$ cat src/rtl/core/ffha_pkg.sv
// ----------------------------------------------------------------------------
// ffha_pkg
// Shared types and codes for the first-fit heap allocator: request and
// response beats, status codes, register indexes and the CSR view.
// ----------------------------------------------------------------------------
package ffha_pkg;

   // request kinds
   localparam logic KIND_ALLOC   = 1'b0;
   localparam logic KIND_RELEASE = 1'b1;

   // response status codes
   localparam logic [1:0] STATUS_OK       = 2'd0;
   localparam logic [1:0] STATUS_NO_MEM   = 2'd1;
   localparam logic [1:0] STATUS_BAD_FREE = 2'd2;

   // register indexes (byte address 4*index)
   localparam logic REG_HEAP_BASE  = 1'b0;
   localparam logic REG_HEAP_WORDS = 1'b1;

   localparam logic [15:0] HEAP_BASE_RESET  = 16'h4000;
   localparam logic [14:0] HEAP_WORDS_RESET = 15'h3000;

   typedef struct packed {
      logic        kind;
      logic [13:0] request_size;
      logic [15:0] data_address;
   } req_type;

   typedef struct packed {
      logic [15:0] granted_address;
      logic [1:0]  status;
   } rsp_type;

   // configuration seen by the allocator core
   typedef struct packed {
      logic [15:0] heap_base;
      logic [14:0] heap_words;
   } cfg_type;

endpackage

$ cat src/rtl/core/ffha_csr.sv
// ----------------------------------------------------------------------------
// ffha_csr
// APB-style register block holding heap_base and heap_words.
// ----------------------------------------------------------------------------
module ffha_csr
   import ffha_pkg::*;
(
   input  logic        clock,
   input  logic        reset,
   input  logic        csr_psel,
   input  logic        csr_penable,
   input  logic        csr_pwrite,
   input  logic [2:0]  csr_paddr,
   input  logic [31:0] csr_pwdata,
   output logic [31:0] csr_prdata,
   output logic        csr_pready,
   output cfg_type     cfg
);

   logic [15:0] heap_base_ff;
   logic [14:0] heap_words_ff;
   logic        wr_beat;

   assign csr_pready = 1'b1;
   assign wr_beat    = csr_psel & csr_penable & csr_pwrite;

   // write registers on the access beat
   always_ff @(posedge clock) begin
      if (reset) begin
         heap_base_ff  <= HEAP_BASE_RESET;
         heap_words_ff <= HEAP_WORDS_RESET;
      end else if (wr_beat) begin
         case (csr_paddr[2])
            REG_HEAP_BASE:  heap_base_ff  <= csr_pwdata[15:0];
            REG_HEAP_WORDS: heap_words_ff <= csr_pwdata[14:0];
            default:        ;
         endcase
      end
   end

   // read mux
   always_comb begin
      case (csr_paddr[2])
         REG_HEAP_BASE:  csr_prdata = {16'd0, heap_base_ff};
         REG_HEAP_WORDS: csr_prdata = {17'd0, heap_words_ff};
         default:        csr_prdata = 32'd0;
      endcase
   end

   assign cfg.heap_base  = heap_base_ff;
   assign cfg.heap_words = heap_words_ff;

endmodule
$ cat config.mk
export PLATFORM = sky130hd
export DESIGN_NAME = ffha_csr
export DESIGN_NICKNAME = d
export VERILOG_FILES = /design/src/rtl/core/ffha_pkg.sv /design/src/rtl/core/ffha_csr.sv
export SDC_FILE = /design/constraint.sdc
export NUM_CORES = 1
export LEC_CHECK = 0
export ABC_AREA = 1
export BUFFER_PORTS_ARGS = -buffer_cell sky130_fd_sc_hd__buf_2
export CAP_MARGIN = 10
export CELL_PAD_IN_SITES_DETAIL_PLACEMENT = 0
export CELL_PAD_IN_SITES_GLOBAL_PLACEMENT = 1
export CORE_ASPECT_RATIO = 1.4
export CORE_MARGIN = 1
export CORE_UTILIZATION = 25
export CTS_BUF_LIST = sky130_fd_sc_hd__clkbuf_8 sky130_fd_sc_hd__clkbuf_16
export DETAILED_ROUTE_END_ITERATION = 10
export PLACE_DENSITY_LB_ADDON = 0.15
export SYNTH_ARGS = -nofsm -noshare
export SYNTH_HDL_FRONTEND = slang
export SYNTH_SLANG_ARGS = --single-unit
$ cat constraint.sdc
create_clock -name clock -period 0.93 [get_ports clock]
set_input_delay 0.186 -clock clock [delete_from_list [all_inputs] [get_ports clock]]
set_output_delay 0.186 -clock clock [all_outputs]
set_load 0.05 [all_outputs]
# Word level (Yosys, flattened, before mapping)
# Cells that the tools add are included.
[classes]
n_mux = 1
reduce_logical = 2
bitwise = 3
[op_table]
columns = ["operator", "count"]
rows = [
  ["32-bit one-hot mux with 2 select lines", 1],
  ["2-bit AND reduction", 2],
  ["1-bit bitwise AND", 2],
  ["1-bit inverter", 1],
]
[totals]
in_bits = 40
out_inout_bits = 64
register_bits = 31

# Longest topological paths before layout
[depth]
depth_word = 3
mapped_depth = 7

# Worst setup path before layout
# No wires, ideal clock.
[synth_path]
path_type = "register to output"
start = "register heap_base_ff[15]"
end = "output port csr_prdata[15]"
path_buffers = 0
required_ns = 0.744
stages_incl_launch_ff = 3
path_slack_ns = -0.620
t_arrival_ns = 1.364
path_cell_list = "dfxtp_1 -> inv_1 -> nor2_1"
[synth_via]
elab_chain_cells = 1
[synth_lines]
columns = ["item", "line_no", "source"]
rows = [
  ["start, declared", "ffha_csr.sv:20", "logic [15:0] heap_base_ff;"],
  ["start signal, assigned", "ffha_csr.sv:34", "REG_HEAP_BASE: heap_base_ff <= csr_pwdata[15:0];"],
  ["32-bit one-hot mux with 2 select lines", "ffha_csr.sv:43", "case (csr_paddr[2])"],
  ["end, declared", "ffha_csr.sv:15", "output logic [31:0] csr_prdata,"],
]
# Every way passes these cells. The select of a mux whose other input is x is not followed.

# Worst setup path in the final report
[layout_path]
start = "register heap_base_ff[6]"
end = "output port csr_prdata[6]"
# The elaborated chain is that of the path after synthesis.

==> run_results.csv <==
group,metric,value,unit
sta,slew_viol_final,0,
clocking,root_buffer,"clkbuf_8",
clocking,clk_pin_slew,0.06,ns
global_route,antenna_found_initial,0,
sta,fin_setup_tns,-4.150,ns
floorplanning,die_x,71.65,um
routing,top_layer,"met4",
power_and_ir_drop,leakage,1.549,nW
sta,hold_violations,0,
yosys,yosysWarnings,0,
clocking,postCtsSetupBuffers,0,
cells_and_area,drive_above_1_share,0.5482,
critical_path,cp_data_arrival_time,0.92,ns
cells_and_area,seq_area,737.0,um2
yosys,synth-main-ff-cell,"dfxtp_1",
routing,totalWireLength,4676,um
run_status,status,"complete, but fails checks",
global_route,grt_max_degree,32,
clocking,cts_tree,"built",
run_status,violations,"negative setup slack",
hold_path,hp-start,"csr_pwdata[13]",
cells_and_area,design_area,3148,um2
placement,portBuffers,68,
yosys,async_reset_ff_frac,0,
sta,final.min_clock_period,1.101,ns
floorplanning,rows,35,
floorplanning,core-area,6569,um2
clocking,clk_latency,0.27,ns
sta,period_share,1.184,
sta,rsz0062_at_grt,"true",
yosys,yosys-top-cells-count,"nand2_1 (80), nor2_1 (57), dfxtp_1 (31)",
clocking,clock-sinks,31,
placement,place.gp.congestion,0.6646,
floorplanning,start_util,0.2585,
cells_and_area,multiInputGateArea,1127,um2
sta,fmax,908.2,MHz
power_and_ir_drop,power.density,1140,nW/um2
global_route,grt_pass1_vias,1631,
cells_and_area,area_delta_synth_final,85.41,%
cells_and_area,fillerInstances,657,
floorplanning,io_pins,104,
routing,routedWlPerCell,11.52,um
sta,finalSetupViolCount,47,
routing,drt_pre_antenna_iters,4,
placement,post-place-ws,-0.2575,ns
global_route,grt_pass1_wl,7776,um
yosys,syn_area,1698,um2
yosys,synth.largest_area_cell,"dfxtp_1",
cells_and_area,nNetsFinal,371,
clocking,cts_htree_levels,2,
yosys,yosysSeqAreaShare,0.3655,
critical_path,cp-startpoint,"heap_base_ff[6]",
routing,wl_met1,1941,um
global_route,grt_use_total,0.1411,
critical_path,crit_path_end_kind,"output port",
routing,drt_iter0_markers,63,
power_and_ir_drop,vdd_ir_drop_max,0.7254,mV
routing,wl_met3,171,um
hold_path,min_path_type,"in2reg",
routing,postRouteAntennaNets,0,
yosys,avgSynthCellArea,6.581,um2
placement,placed_area,2477,um2
critical_path,worstSetupPathType,"reg2out",
critical_path,crit_required,0.74,ns
yosys,yosysMostFrequentCell,"nand2_1",
floorplanning,die_y,99.51,um
clocking,hold_buffers,0,
routing,drc,0,
routing,via_per_inst,4.278,
global_route,gr-total-overflow,0,
flow_run,maxCapViolCount,0,
critical_path,cp_max_fo,3,
critical_path,rr_startpoint,"heap_base_ff[14]",
clocking,cts.path.max_buffers,2,
yosys,synth_top_area_share,0.3655,
yosys,synth.distinct_cells,17,
yosys,synth-edff-count,0,
critical_path,start_kind,"flip-flop",
yosys,synthCells,258,
routing,route.met2.wl,2507,um
routing,via_count,1737,
yosys,synth_area_leaders,"dfxtp_1 (37%), nand2_1 (18%), nor2_1 (13%)",
placement,place_hpwl,3228,um
sta,worst_slack,-0.1711,ns
cells_and_area,diodes,0,
yosys,ys_ff_latch,31,
floorplanning,die-area,7130,um2
sta,skew,0,ns
clocking,numCtsBuffers,5,
## path summary, 6_finish.rpt
kind / endpoint / slack [ns] / cells after the start
worst min-delay path: heap_words_ff[13] / 0.13 / 3
worst min register to register: heap_base_ff[15] / 0.50 / 2
worst max register to register: heap_base_ff[14] / 0.31 / 2
worst max-delay path: csr_prdata[6] / -0.17 / 3
## state kept, by name, summed over array words and instances (netlist names)
signal and flops:
heap_base_ff 16, heap_words_ff 15
## power breakdown
part | leakage (nW) | switching, W | total, W | internal [W]
clock network | 0.0500 | 0.000483 | 0.00106 | 0.000581
registers | 0.273 | 0.0000703 | 0.00139 | 0.00132
logic | 1.23 | 0.000729 | 0.00113 | 0.000405
## timing repair
| item | CTS | global route |
|---|---|---|
| setup endpoints to repair | 47 | 47 |
| resized for setup | 124 | 53 |
| pin swaps | 15 | 6 |
## final cells by class
| cell class | instances | share of cell area |
|---|---|---|
| well taps | 74 | 0.02941 |
| repair buffers | 83 | 0.3243 |
| clock inverters | 2 | 0.002385 |
| flip-flops and latches | 31 | 0.2341 |
| inverters | 20 | 0.02544 |
| multi-input cells | 190 | 0.3581 |
| clock buffers | 6 | 0.02623 |
## cell usage in the layout, fill, tap and decap left out
cell      instances
inv_6             1
clkbuf_8          6
nand3_2          11
nor2_4            3
buf_12            9
nand2_1          35
conb_1           17
dfxtp_4          31
nor2_1           56
clkinv_1          1
buf_6             2
buf_2            21
inv_1            19
buf_8            44
nor2_2            1
inv_2             1
nand2_4          36
nand3_1          21
o21ai_0           1
nand2_2           9
buf_4             7
## logic make-up after synthesis
kind of cell,count (synthesis),share of synthesized area
other,2,0.004423
AOI/OAI and AO/OA,1,0.002945
and+or+nand+nor,172,0.4466
buffers and inverters,52,0.1805
DFF,31,0.3655
## critical path: stages, from the launching register on
cell	delay, ns
dfxtp_4	0.38
nand2_4	0.05
nand2_4	0.07
buf_8	0.14
## routing by layer
layer	vias to the layer above	track usage
li1	893	-
met4	0	0.04977
met5	-	0
met2	52	0.2453
met3	5	0.02837
met1	787	0.1706
## through the flow
step	cells	hold WS, ns	total power (W)	utilization
CTS	406	0.1247	0.003589	0.4503
global route	406	0.1246	0.003791	0.4792
finish	406	0.1332	0.003588	0.4792
floorplan	273	0.3114	0.002211	-
detailed placement	398	0.4164	0.002370	0.3771
global placement	398	0.4126	0.002367	0.3771
Power figures use the tool's default switching activity.
